<file path="config.mk">
export PLATFORM = sky130hd
export DESIGN_NAME = integer_to_ascii_formatter_core
export DESIGN_NICKNAME = d
export VERILOG_FILES = /design/src/hdl/itoa_pkg.sv /design/src/hdl/itoa_ctrl.sv /design/src/hdl/itoa_dp.sv /design/src/hdl/integer_to_ascii_formatter_core.sv
export SDC_FILE = /design/constraint.sdc
export NUM_CORES = 1
export LEC_CHECK = 0
export CAP_MARGIN = 10
export CORE_UTILIZATION = 38
export CTS_CLUSTER_SIZE = 30
export DETAILED_ROUTE_END_ITERATION = 12
export DONT_BUFFER_PORTS = 1
export GPL_TIMING_DRIVEN = 0
export PLACE_DENSITY = 0.56
export SETUP_SLACK_MARGIN = 0.02
export SYNTH_ARGS = -nofsm -noshare
export SYNTH_HDL_FRONTEND = slang
export SYNTH_SLANG_ARGS = --single-unit
</file>
<file path="constraint.sdc">
create_clock -name aclk -period 13.97 [get_ports aclk]
set_input_delay 0.6985 -clock aclk [delete_from_list [all_inputs] [get_ports aclk]]
set_output_delay 0.6985 -clock aclk [all_outputs]
set_load 0.02 [all_outputs]
</file>
<file path="src/hdl/itoa_pkg.sv">
`default_nettype none

package itoa_pkg;

    localparam int VALUE_W  = 64;
    localparam int DIGIT_W  = 4;
    localparam int DEC_DIGS = 20;
    localparam int HEX_DIGS = 16;
    localparam int BCD_W    = DEC_DIGS * DIGIT_W;
    localparam int CNT_W    = $clog2(VALUE_W + 1);
    localparam int LEN_W    = 5;

    localparam logic [1:0] OP_UDEC = 2'd0;
    localparam logic [1:0] OP_SDEC = 2'd1;
    localparam logic [1:0] OP_HEX  = 2'd2;

    localparam logic [7:0] CHAR_ZERO  = 8'h30;
    localparam logic [7:0] CHAR_A     = 8'h61;
    localparam logic [7:0] CHAR_MINUS = 8'h2d;

    typedef enum logic [1:0] {
        ST_IDLE,
        ST_CONVERT,
        ST_TRIM,
        ST_EMIT
    } state_t;

    typedef struct packed {
        logic load;
        logic dabble;
        logic trim;
        logic take;
    } cmd_t;

    typedef struct packed {
        logic conv_done;
        logic lead_zero;
        logic last_char;
    } stat_t;

    function automatic logic [7:0] digit_char(input logic [DIGIT_W-1:0] d);
        logic [7:0] c;
        if (d > 4'd9) begin
            c = CHAR_A + 8'(d - 4'd10);
        end else begin
            c = CHAR_ZERO + 8'(d);
        end
        return c;
    endfunction

endpackage

`default_nettype wire

</file>
<file path="src/hdl/itoa_ctrl.sv">
`default_nettype none

module itoa_ctrl (
    input  wire logic           aclk,
    input  wire logic           aresetn,
    input  wire logic           s_valid,
    input  wire logic           m_ready,
    input  wire itoa_pkg::stat_t stat,
    output itoa_pkg::cmd_t      cmd,
    output logic                s_ready,
    output logic                m_valid
);

    itoa_pkg::state_t state_reg, state_next;

    always_ff @(posedge aclk) begin
        if (!aresetn) begin
            state_reg <= itoa_pkg::ST_IDLE;
        end else begin
            state_reg <= state_next;
        end
    end

    always_comb begin
        state_next = state_reg;
        case (state_reg)
            itoa_pkg::ST_IDLE: begin
                if (s_valid) state_next = itoa_pkg::ST_CONVERT;
            end
            itoa_pkg::ST_CONVERT: begin
                if (stat.conv_done) state_next = itoa_pkg::ST_TRIM;
            end
            itoa_pkg::ST_TRIM: begin
                if (!stat.lead_zero) state_next = itoa_pkg::ST_EMIT;
            end
            itoa_pkg::ST_EMIT: begin
                if (m_ready && stat.last_char) state_next = itoa_pkg::ST_IDLE;
            end
            default: state_next = itoa_pkg::ST_IDLE;
        endcase
    end

    always_comb begin
        cmd     = '0;
        s_ready = 1'b0;
        m_valid = 1'b0;
        case (state_reg)
            itoa_pkg::ST_IDLE: begin
                s_ready  = 1'b1;
                cmd.load = s_valid;
            end
            itoa_pkg::ST_CONVERT: begin
                cmd.dabble = !stat.conv_done;
            end
            itoa_pkg::ST_TRIM: begin
                cmd.trim = stat.lead_zero;
            end
            itoa_pkg::ST_EMIT: begin
                m_valid  = 1'b1;
                cmd.take = m_ready;
            end
            default: begin
                cmd = '0;
            end
        endcase
    end

endmodule

`default_nettype wire

</file>
<file path="src/hdl/itoa_dp.sv">
`default_nettype none

module itoa_dp (
    input  wire logic                              aclk,
    input  wire logic                              aresetn,
    input  wire itoa_pkg::cmd_t                    cmd,
    input  wire logic [1:0]                        s_op,
    input  wire logic [itoa_pkg::VALUE_W-1:0]      s_value,
    output itoa_pkg::stat_t                        stat,
    output logic [7:0]                             m_character,
    output logic [itoa_pkg::LEN_W-1:0]             m_text_length,
    output logic                                   m_is_last
);

    localparam int TOP = itoa_pkg::BCD_W - itoa_pkg::DIGIT_W;

    logic [itoa_pkg::BCD_W-1:0]   digits_reg, digits_next;
    logic [itoa_pkg::VALUE_W-1:0] bin_reg, bin_next;
    logic [itoa_pkg::CNT_W-1:0]   bits_reg, bits_next;
    logic [itoa_pkg::LEN_W-1:0]   ndig_reg, ndig_next;
    logic [itoa_pkg::LEN_W-1:0]   len_reg, len_next;
    logic                         sign_reg, sign_next;

    logic                         in_neg;
    logic                         in_hex;
    logic [itoa_pkg::VALUE_W-1:0] in_mag;
    logic [itoa_pkg::BCD_W-1:0]   adj;
    logic [itoa_pkg::LEN_W-1:0]   base_len;

    assign in_hex   = (s_op == itoa_pkg::OP_HEX);
    assign in_neg   = (s_op == itoa_pkg::OP_SDEC) && s_value[itoa_pkg::VALUE_W-1];
    assign in_mag   = in_neg ? (~s_value + 1'b1) : s_value;
    assign base_len = in_hex ? itoa_pkg::LEN_W'(itoa_pkg::HEX_DIGS)
                             : itoa_pkg::LEN_W'(itoa_pkg::DEC_DIGS);

    // add-3 correction on every bcd digit before the shift
    always_comb begin
        for (int i = 0; i < itoa_pkg::DEC_DIGS; i++) begin
            if (digits_reg[i*itoa_pkg::DIGIT_W +: itoa_pkg::DIGIT_W] >= 4'd5) begin
                adj[i*itoa_pkg::DIGIT_W +: itoa_pkg::DIGIT_W] =
                    digits_reg[i*itoa_pkg::DIGIT_W +: itoa_pkg::DIGIT_W] + 4'd3;
            end else begin
                adj[i*itoa_pkg::DIGIT_W +: itoa_pkg::DIGIT_W] =
                    digits_reg[i*itoa_pkg::DIGIT_W +: itoa_pkg::DIGIT_W];
            end
        end
    end

    always_comb begin
        digits_next = digits_reg;
        bin_next    = bin_reg;
        bits_next   = bits_reg;
        ndig_next   = ndig_reg;
        len_next    = len_reg;
        sign_next   = sign_reg;
        if (cmd.load) begin
            sign_next = in_neg;
            ndig_next = base_len;
            len_next  = base_len + itoa_pkg::LEN_W'(in_neg);
            bin_next  = in_mag;
            if (in_hex) begin
                // hex digits go straight in, left justified
                digits_next = {s_value,
                               {(itoa_pkg::BCD_W - itoa_pkg::VALUE_W){1'b0}}};
                bits_next   = '0;
            end else begin
                digits_next = '0;
                bits_next   = itoa_pkg::CNT_W'(itoa_pkg::VALUE_W);
            end
        end else if (cmd.dabble) begin
            digits_next = {adj[itoa_pkg::BCD_W-2:0], bin_reg[itoa_pkg::VALUE_W-1]};
            bin_next    = {bin_reg[itoa_pkg::VALUE_W-2:0], 1'b0};
            bits_next   = bits_reg - 1'b1;
        end else if (cmd.trim) begin
            digits_next = {digits_reg[TOP-1:0], {itoa_pkg::DIGIT_W{1'b0}}};
            ndig_next   = ndig_reg - 1'b1;
            len_next    = len_reg - 1'b1;
        end else if (cmd.take) begin
            if (sign_reg) begin
                sign_next = 1'b0;
            end else begin
                digits_next = {digits_reg[TOP-1:0], {itoa_pkg::DIGIT_W{1'b0}}};
                ndig_next   = ndig_reg - 1'b1;
            end
        end
    end

    always_ff @(posedge aclk) begin
        if (!aresetn) begin
            sign_reg <= 1'b0;
            ndig_reg <= '0;
            bits_reg <= '0;
        end else begin
            sign_reg <= sign_next;
            ndig_reg <= ndig_next;
            bits_reg <= bits_next;
        end
    end

    always_ff @(posedge aclk) begin
        digits_reg <= digits_next;
        bin_reg    <= bin_next;
        len_reg    <= len_next;
    end

    assign stat.conv_done = (bits_reg == '0);
    assign stat.lead_zero = (digits_reg[itoa_pkg::BCD_W-1:TOP] == '0)
                            && (ndig_reg > itoa_pkg::LEN_W'(1));
    assign stat.last_char = !sign_reg && (ndig_reg == itoa_pkg::LEN_W'(1));

    assign m_character   = sign_reg ? itoa_pkg::CHAR_MINUS
                                    : itoa_pkg::digit_char(digits_reg[itoa_pkg::BCD_W-1:TOP]);
    assign m_text_length = len_reg;
    assign m_is_last     = stat.last_char;

endmodule

`default_nettype wire

</file>
<file path="src/hdl/integer_to_ascii_formatter_core.sv">
`default_nettype none

// channel   ports                                        direction
// input     s_valid s_ready s_op[1:0] s_value[63:0]      in (ready out)
// result    m_valid m_ready m_character[7:0]             out (ready in)
//           m_text_length[4:0] m_is_last
//
// one value at a time: the value is accepted in idle, then shifted through the
// binary-to-bcd converter in decimal modes (64 shift-add-3 steps, then the
// done check; hex digits load directly), then leading zero digits are dropped
// one at a time, then one character per cycle while m_ready is high, with
// m_ready stalls holding the output
// reset clears the controller to idle; m_ready low holds the current character

module integer_to_ascii_formatter_core (
    input  wire logic        aclk,
    input  wire logic        aresetn,
    input  wire logic        s_valid,
    output logic             s_ready,
    input  wire logic [1:0]  s_op,
    input  wire logic [63:0] s_value,
    output logic             m_valid,
    input  wire logic        m_ready,
    output logic [7:0]       m_character,
    output logic [4:0]       m_text_length,
    output logic             m_is_last
);

    itoa_pkg::cmd_t  cmd;
    itoa_pkg::stat_t stat;

    itoa_ctrl u_ctrl (
        .aclk    (aclk),
        .aresetn (aresetn),
        .s_valid (s_valid),
        .m_ready (m_ready),
        .stat    (stat),
        .cmd     (cmd),
        .s_ready (s_ready),
        .m_valid (m_valid)
    );

    itoa_dp u_dp (
        .aclk          (aclk),
        .aresetn       (aresetn),
        .cmd           (cmd),
        .s_op          (s_op),
        .s_value       (s_value),
        .stat          (stat),
        .m_character   (m_character),
        .m_text_length (m_text_length),
        .m_is_last     (m_is_last)
    );

    // no new value while characters are still going out
    a_no_overlap: assert property (@(posedge aclk) disable iff (!aresetn)
        m_valid |-> !s_ready)
        else $error("input ready while emitting");

    // a minus sign is never the whole text
    a_sign_not_last: assert property (@(posedge aclk) disable iff (!aresetn)
        (m_valid && m_character == itoa_pkg::CHAR_MINUS) |-> !m_is_last)
        else $error("minus sign marked last");

    // text keeps flowing until the last character transfer
    a_text_continues: assert property (@(posedge aclk) disable iff (!aresetn)
        (m_valid && m_ready && !m_is_last) |=> m_valid)
        else $error("text stopped before last character");

    // length stays fixed over one text
    a_len_stable: assert property (@(posedge aclk) disable iff (!aresetn)
        (m_valid && !m_is_last) |=> $stable(m_text_length))
        else $error("text length changed mid text");

endmodule

`default_nettype wire

</file>
======== After elaboration in Yosys (flattened, before gate mapping) ========
Cells that the tools add are included.
storage, ports and cells
  bits in registers ....................... 164
  input bits .............................. 70
  output and inout bits ................... 16
  word-level logic and storage cells ...... 149
cells by class
  $add $sub $neg .......................... 28
  order comparisons ....................... 22
  equality and inequality tests ........... 14
  mux-type cells .......................... 58
  bitwise logic cells ..................... 1
  reduce and logical (&&, ||, !) cells .... 19
operators by type and width
  operator                                                                             count
  80-bit two-way mux                                                                   6
  64-bit two-way mux                                                                   3
  4-bit by 3-bit greater-or-equal comparator with 1-bit output, second input constant  20
  4-bit by 2-bit adder with 4-bit output, second input constant                        19
  4-bit two-way mux                                                                    19
  64-bit by 1-bit adder with 64-bit output, second input constant                      1
  64-bit NOT                                                                           1
  5-bit two-way mux                                                                    8
  7-bit two-way mux                                                                    3
  8-bit two-way mux                                                                    2
  1-bit two-way mux                                                                    10
  5-bit by 1-bit subtractor with 5-bit output, second input constant                   2
  7-bit by 8-bit adder with 8-bit output, first input constant                         1
  2-bit two-way mux                                                                    4
  2-bit by 1-bit inequality test with 1-bit output, second input constant              4
  2-bit case mux with 4 select lines                                                   1
  6-bit by 4-bit adder with 7-bit output, first input constant                         1
  7-bit logical NOT                                                                    1
  7-bit by 1-bit subtractor with 7-bit output, second input constant                   1
  2-bit equality test, second input constant                                           3
  3-bit two-way mux                                                                    2
  3-bit AND reduction                                                                  2
  2-bit nonzero test                                                                   3
  5-bit by 1-bit adder with 5-bit output                                               1
  17 further kinds                                                                     24

======== Longest topological paths before layout ========
Gate-level depths: netlist of run 1.
  depth after elaboration ................. 6
  gate-level depth with buffers ........... 9
  gate-level depth less buffers ........... 8

======== By module ========
Synthesis of run 1 repeated with hierarchy kept, for this count alone.
second synthesis, totals
  cells, all modules ...................... 1135
  area total of the unflattened synthesis .. 11125.7 um^2
by module, submodules not included
  module     times used  cells an instance  area an instance (um^2)  seq. area each (um^2)
  itoa_dp    1           1113               10896.7                  4734.5
  itoa_ctrl  1           22                 229.0                    40.0

======== Worst setup path before layout of run 1 ========
OpenSTA, ideal clock, no wires.
  path kind ............................... reg-to-reg
  start ................................... register u_dp.bits_reg[0] (netlist name)
  end ..................................... register u_dp.digits_reg[0] (netlist name) (enable)
  library setup time ...................... 1.161 ns
  data arrival time ....................... 3.995 ns
  required time ........................... 12.809 ns
  slack ................................... 8.814 ns
  cell stages (with the launch flop) ...... 8
  buffers on the path ..................... 2
  period minus slack after synthesis ...... 5.156 ns
  path through ............................ dfxtp_1 > inv_1 > ha_1 > or3b_1 > o41ai_4 > clkbuf_1 > buf_2 > nand4_1
on the way
  word-level cells in the longest chain between the ends .. 5
  elaborated cells on any way between the ends .. 6
  those cells by class .................... eq/ne: 1; mux: 1; reduce/logical: 4
ends and longest elaborated chain
  what                                                                                 RTL line         RTL
  from (decl)                                                                          itoa_dp.sv:19    logic [itoa_pkg::CNT_W-1:0] bits_reg, bits_next;
  from (signal assigned)                                                               itoa_dp.sv:96    bits_reg <= bits_next;
  7-bit logical NOT (*)                                                                itoa_dp.sv:106   assign stat.conv_done = (bits_reg == '0);
  1-bit logical NOT (*)                                                                itoa_ctrl.sv:53  cmd.dabble = !stat.conv_done;
  1-bit two-way mux (*)                                                                itoa_ctrl.sv:47  case (state_reg)
  4-bit inequality test (no source line) / 4-bit nonzero test (equally long branches)  -
  2-bit AND reduction (no source line) (*)                                             -
  to (signal assigned)                                                                 itoa_dp.sv:101   digits_reg <= digits_next;
  to (decl)                                                                            itoa_dp.sv:17    logic [itoa_pkg::BCD_W-1:0] digits_reg, digits_next;
Mark *: on every way between the ends. The rest lies on a longest branch, timed or not.
A chain may end at the register's enable or synchronous reset.

======== Worst setup path in the final report of run 1 ========
  start ................................... register u_ctrl.state_reg[0]
  end ..................................... register u_dp.digits_reg[44] (netlist name) (enable)
on the way
  word-level cells in the longest chain between the ends .. 4
  elaborated cells on any way between the ends .. 11
  those cells by class .................... eq/ne: 4; mux: 4; reduce/logical: 3
ends and longest elaborated chain
  what                                                                                 RTL line         RTL
  from (decl)                                                                          itoa_ctrl.sv:14  itoa_pkg::state_t state_reg, state_next;
  from (signal assigned)                                                               itoa_ctrl.sv:18  state_reg <= itoa_pkg::ST_IDLE;
  from (signal assigned)                                                               itoa_ctrl.sv:20  state_reg <= state_next;
  2-bit equality test, or another cell as far along                                    itoa_ctrl.sv:47
  1-bit two-way mux                                                                    itoa_ctrl.sv:47
  4-bit inequality test (no source line) / 4-bit nonzero test (equally long branches)  -
  2-bit AND reduction (no source line) (*)                                             -
Marked as above.

==> results of run 1 <==
==> cells in the final DEF (no fill, tap or decap), types with 20 or more instances in the layout <==
cell type  instances
nor3_1            21
xor2_1            27
o21ai_0          151
nand2b_1          20
edfxtp_1         149
inv_1             62
nor2_1           112
clkbuf_1          50
nand2_1          213
a21oi_1          122
ha_1              51
xnor2_1           66
==> through the flow <==
step	cell area, um2	hold WS (ns)	utilization, %	setup slack, ns	power, mW
3_3_place_gp	11500	0.488	40.2	5.47	2.50
5_1_grt	12200	0.440	42.5	8.94	3.24
3_5_place_dp	11600	0.502	40.5	9.18	2.53
6_report	12200	0.445	42.5	9.11	2.99
2_1_floorplan	11100	0.468	-	8.81	2.14
4_1_cts	12200	0.429	42.5	9.14	3.00
==> critical path: cells and delay by family, from the launching register on <==
family | cells | cell delay [ns]
adder cells (fa/ha/maj) | 1 | 0.36
buffers and inverters | 6 | 2.69
flip-flops | 1 | 0.38
AND/OR/NAND/NOR | 2 | 1.15
==> synth_stat cells, drive strengths merged, types with 15 or more instances <==
master	n	area share, %
clkbuf	50	1.7
ha	51	5.8
dfxtp	15	2.7
inv	62	2.1
nand2	214	7.3
a211oi	19	1.3
a21oi	123	5.6
xnor2	66	5.2
nor3	21	0.95
nor4	20	1.8
nor3b	19	1.3
nor2	112	3.8
o21ai	158	7.2
edfxtp	149	40
nand2b	20	1.1
xor2	27	2.1
a22o	17	1.3
==> per-layer routing <==
layer / up-vias / track usage (%)
met1: 4430 / 30.9
met3: 41 / 4.95
met2: 271 / 33.4
li1: 4533 / -
met5: - / 0
met4: 0 / 6.99
==> cells by family (layout without fill, tap and decap cells) <==
family	count (synthesis)	count (layout)	share of synthesized area (%)
buffers and inverters	125	162	4.41
XOR/XNOR	93	93	7.37
adder cells (fa/ha/maj)	51	51	5.77
AND/OR/NAND/NOR	458	458	19.5
AO/OA/AOI/OAI	373	373	19.7
other	1	1	0.0339
flip-flops	164	164	43.2
==> layout make-up <==
cell class                 count  share of cell area [%]
sequential                   164                    39.2
multi-input combinational    976                    47.6
clock inverter                12                   0.790
inverter                      62                    1.91
clock buffer                  20                    3.83
timing repair buffer           5                   0.718
tap                          384                    3.94
buffer                        63                    2.09
==> worst paths after layout <==
path,startpoint,to,slack [ns],cells past startpoint
max,u_ctrl.state_reg[0],u_dp.digits_reg[44],9.11,9
min,s_value[12],u_dp.digits_reg[28],0.44,2
max reg2reg,u_ctrl.state_reg[0],u_dp.digits_reg[44],9.11,9
min reg2reg,u_dp.bits_reg[1],u_dp.bits_reg[1],0.51,2
==> where the power goes <==
part | internal [mW] | total, mW | leakage (nW) | switching [mW]
Combinational | 0.503 | 1.37 | 2.51 | 0.862
Sequential | 0.958 | 1.16 | 1.58 | 0.207
Clock | 0.245 | 0.463 | 0.261 | 0.219
Total | 1.71 | 2.99 | 4.35 | 1.29
==> results.sh, run 1 <==
export IMPL_setup_viol=0
export IMPL_hold_class="input port to register"
export IMPL_wl_met3_um=2250
export IMPL_die_area_mm2=0.0298
export IMPL_wl_per_cell_um=19.2
export IMPL_cp_slowest_cell="nand4_1"
export IMPL_critical_path_startpoint_type="register"
export IMPL_skew_ns=0.0123
export IMPL_ys_types=61
export IMPL_cts_sinks=164
export IMPL_syn_num_nets=1386
export IMPL_ys_ff_latch=164
export IMPL_die_x_um=173
export IMPL_regArea_mm2=0.00477
export IMPL_vias=9275
export IMPL_h_tree_depth=4
export IMPL_highest_layer="met4"
export IMPL_p_leak_nw=4.35
export IMPL_hold_buffers=0
export IMPL_max_cap_violations=0
export IMPL_ys_flop_type="edfxtp_1"
export IMPL_ys_seq_area_share_pct=43.2
export IMPL_multiInputGateArea_mm2=0.00580
export IMPL_grt_pass1_vias=8776
export IMPL_antenna_found_initial=0
export IMPL_grt_pass1_wl_um=50900
export IMPL_place_gp_congestion=0.848
export IMPL_insertedDiodeCount=0
export IMPL_drt_pass1_iter_count=5
export IMPL_largest_register_ffs=80
export IMPL_cpMostUsedCell="clkbuf_1"
export IMPL_tns_ns=0
export IMPL_track_usage_pct=22.0
export IMPL_numCtsBuffers=17
export IMPL_netlist_instances=1265
export IMPL_async_reset_ff_share_pct=0
export IMPL_area_growth_pct=10.3
export IMPL_slew_headroom_pct=35.3
export IMPL_instances_no_fill=1686
export IMPL_drt_total_wl_um=32400
export IMPL_nets=1410
export IMPL_worstPathRequired_ns=14.17
export IMPL_num_fill_cells=2872
export IMPL_drc=0
export IMPL_wl_met1_um=15200
export IMPL_p_per_area_mw_per_mm2=245
export IMPL_fin_crit_sh_pct=34.8
export IMPL_criticalPathCategory="register to register"
export IMPL_vdd_ir_drop_max_v=0.000107
export IMPL_cts_tree="yes"
export IMPL_drv_slew=0
export IMPL_wl_met2_um=14300
export IMPL_drive_above_1_share_pct=5.38
export IMPL_worst_endpoint_arrival_ns=5.06
export IMPL_fmax_ghz=0.206
export IMPL_antenna_left=0
export IMPL_hold_violations=0
export IMPL_synth_area_mm2=0.0111
export IMPL_yosysWarnings=0
export IMPL_endpoint_kind="register"
export IMPL_worst_path_max_fanout=17
export IMPL_crit_chain="inv_1, ha_1, nand2_1, clkbuf_1, clkbuf_1, clkbuf_1, nand4_1, buf_8, buf_8"
export IMPL_clockBufferDepth=2
export IMPL_clock_latency_ns=0.44
export IMPL_cts_resized=0
export IMPL_rows=62
export IMPL_rsz0062_at_grt="no"
export IMPL_fin_crit_ns=4.86
export IMPL_port_buffers=0
export IMPL_outcome="finished, final reports clean"
export IMPL_initial_core_util_pct=38.5
export IMPL_drt_iter0_markers=728
export IMPL_place_inst=1654
export IMPL_path_clk_slew_ns=0.08
export IMPL_place_hpwl_um=23700
export IMPL_cp_slowest_stage_delay_ns=0.78
export IMPL_via_per_inst=5.50
export IMPL_io_pins=86
export IMPL_synth_edf_count=149
export IMPL_syn_avg_cell_area_um2=8.74
export IMPL_grt_max_degree=65
export IMPL_worst_pin_slew_ns=0.961
export IMPL_post_cts_buffers=0
export IMPL_overflow=0
export IMPL_core_area_mm2=0.0287
export IMPL_die_height_um=173
export IMPL_cts_root_buffer="clkbuf_16"
(Power assumes the default switching activity.)
==> run 2: changes to the inputs <==
--- a/config.mk
+++ b/config.mk
@@ -11,7 +11,7 @@
 export DETAILED_ROUTE_END_ITERATION = 12
 export DONT_BUFFER_PORTS = 1
 export GPL_TIMING_DRIVEN = 0
-export PLACE_DENSITY = 0.56
+export PLACE_DENSITY = 0.58
 export SETUP_SLACK_MARGIN = 0.02
 export SYNTH_ARGS = -nofsm -noshare
 export SYNTH_HDL_FRONTEND = slang
==> constraint.sdc (replaced) <==
create_clock -name aclk -period 4.1 [get_ports aclk]
set_input_delay 0.205 -clock aclk [delete_from_list [all_inputs] [get_ports aclk]]
set_output_delay 0.205 -clock aclk [all_outputs]
set_load 0.02 [all_outputs]
==> run 2 against run 1 <==
Combinational power rose to 3.5 times the previous value. Via count is 4.8% higher. Register-to-register slack worse by 8.7 ns. Critical path type unchanged. Largest cell class unchanged.
==> results.sh, run 2 (same netlist as run 1, synthesis figures left out) <==
export IMPL_outcome="finished, final reports clean"
export IMPL_r2r_end="u_dp.digits_reg[48]"
export IMPL_numCtsBuffers=17
export IMPL_reg2reg_setup_slack_ns=0.38
export IMPL_instances_no_fill=1746
export IMPL_initial_core_util_pct=38.5
export IMPL_final_common_cell="nand2_1"
export IMPL_endpoint_kind="register"
export IMPL_min_to="u_dp.digits_reg[39]"
export IMPL_place_gp_congestion=0.861
export IMPL_place_ws_ns=-0.506
export IMPL_die_height_um=173
export IMPL_cts_root_buffer="clkbuf_16"
export IMPL_cts_sinks=164
export IMPL_final_cell_mix="213 x nand2_1, 151 x o21ai_0, 149 x edfxtp_1"
export IMPL_ff2ff_path_depth=10
export IMPL_die_area_mm2=0.0298
export IMPL_p_per_area_mw_per_mm2=810
export IMPL_rows=62
export IMPL_die_x_um=173
export IMPL_fin_crit_sh_pct=90.6
export IMPL_worst_path_max_fanout=16
export IMPL_wl_per_cell_um=19.0
export IMPL_path_clk_slew_ns=0.07
export IMPL_tns_ns=0
export IMPL_num_fill_cells=2845
export IMPL_hold_violations=0
export IMPL_track_usage_pct=22.1
export IMPL_rsz0062_at_grt="no"
export IMPL_clock_latency_ns=0.45
export IMPL_worst_endpoint_arrival_ns=3.92
export IMPL_h_tree_depth=4
export IMPL_fin_crit_ns=3.72
export IMPL_worstHoldPathCells=2
export IMPL_max_cap_violations=0
export IMPL_r2r_start="u_ctrl.state_reg[0]"
export IMPL_slew_headroom_pct=29.9
export IMPL_drt_iter0_markers=938
export IMPL_core_area_mm2=0.0287
export IMPL_drt_total_wl_um=33200
export IMPL_worstPathRequired_ns=4.30
export IMPL_p_leak_nw=4.65
export IMPL_grt_max_degree=65
export IMPL_criticalPathCategory="register to register"
export IMPL_grt_pass1_vias=9115
export IMPL_hp_start="s_value[23]"
export IMPL_vdd_ir_drop_max_v=0.000378
export IMPL_largest_register_ffs=80
export IMPL_fmax_ghz=0.269
export IMPL_place_inst=1654
export IMPL_grt_pass1_wl_um=51200
export IMPL_area_growth_pct=16.4
export IMPL_drv_slew=0
export IMPL_setup_ws_ns=0.384
export IMPL_drive_above_1_share_pct=5.95
export IMPL_via_per_inst=5.57
export IMPL_clockBufferDepth=2
export IMPL_hold_class="input port to register"
export IMPL_critical_path_startpoint_type="register"
export IMPL_antenna_found_initial=0
export IMPL_place_hpwl_um=23100
export IMPL_cts_tree="yes"
export IMPL_vias=9724
export IMPL_setup_viol=0
export IMPL_drc=0
export IMPL_io_pins=86
export IMPL_hold_ws_ns=0.0190
export IMPL_insertedDiodeCount=0
export IMPL_drt_pass1_iter_count=7
export IMPL_port_buffers=0
export IMPL_antenna_left=0
export IMPL_overflow=0
export IMPL_skew_ns=0.0153
export IMPL_nets=1470
export IMPL_worst_pin_slew_ns=1.04
==> run 2: cell count changes in the layout (fill, tap and decap cells not counted), moves of 2 or more <==
cell / delta
clkbuf_2: +2
clkinvlp_4: -5
inv_2: +2
clkbuf_1: -3
dfxtp_1: -2
dfxtp_2: +2
inv_1: -2
dlygate4sd3_1: +59
clkinv_2: +3
inv_6: -2
clkinv_4: +3
bufinv_16: +2
==> run 2: per-stage QoR <==
| stage | util, % | total power, mW | instance area, um2 |
|---|---|---|---|
| 6_report | 44.8 | 10.4 | 12900 |
| 5_1_grt | 44.8 | 11.2 | 12900 |
| 4_1_cts | 44.8 | 10.4 | 12900 |
| 3_5_place_dp | 40.6 | 8.67 | 11700 |
| 3_3_place_gp | 40.3 | 8.32 | 11600 |
| 2_1_floorplan | - | 7.31 | 11100 |
==> run 2: how the worst max path moves through the flow <==
stage	startpoint	to	slack (ns)	cells after the start
after global placement	u_ctrl.state_reg[0]	u_dp.digits_reg[46]	-3.94	7
after global routing	u_ctrl.state_reg[0]	u_dp.digits_reg[52]	0.23	10
after detailed placement	u_ctrl.state_reg[0]	u_dp.digits_reg[46]	-0.51	10
final	u_ctrl.state_reg[0]	u_dp.digits_reg[48]	0.38	10
after floorplan	u_dp.bits_reg[1]	u_dp.digits_reg[0]	-0.95	7
after CTS	u_ctrl.state_reg[0]	u_dp.digits_reg[53]	0.18	10
==> run 2: critical path, cell delays in order (launching register included) <==
cell and delay (ns):
dfxtp_1 0.38, inv_1 0.08, ha_1 0.36, nand2_1 0.39, clkbuf_1 0.60, clkbuf_2 0.46
clkbuf_2 0.35, nand4_1 0.27, buf_16 0.25, buf_8 0.16, buf_8 0.16
==> run 2: area by class of cell <==
type	count	area [um2]	share of cell area (%)
Tap cell	384	480	3.73
Multi-Input combinational cell	976	5820	45.2
Clock buffer	19	453	3.52
Inverter	62	233	1.81
Clock inverter	13	150	1.17
Sequential cell	164	4780	37.1
Buffer	63	274	2.13
Timing Repair Buffer	65	686	5.33
==> run 2: repair_timing <==
item / 4_1_cts / 5_1_grt
resized for setup: 0 / 2
pin swaps: 1 / 0
buffers inserted: 1 / 0
endpoints found under the setup margin: 80 / 65
hold buffers: 59 / 0
endpoints found under the hold margin: 59 / 0
==> run 2: per-layer routing <==
metal / up-vias / global-route usage, % / routed length [um]
met1: 4655 / 31.1 / 15400
met3: 43 / 4.22 / 2500
li1: 4653 / - / -
met2: 373 / 34.3 / 14600
met4: 0 / 6.73 / 650
met5: - / 0 / 0
==> run 2: report_power, final <==
part | internal [mW] | total (mW) | switching (mW)
registers | 3.26 | 3.97 | 0.703
clock network | 0.941 | 1.68 | 0.737
logic | 1.79 | 4.78 | 2.98
total | 6.00 | 10.4 | 4.42
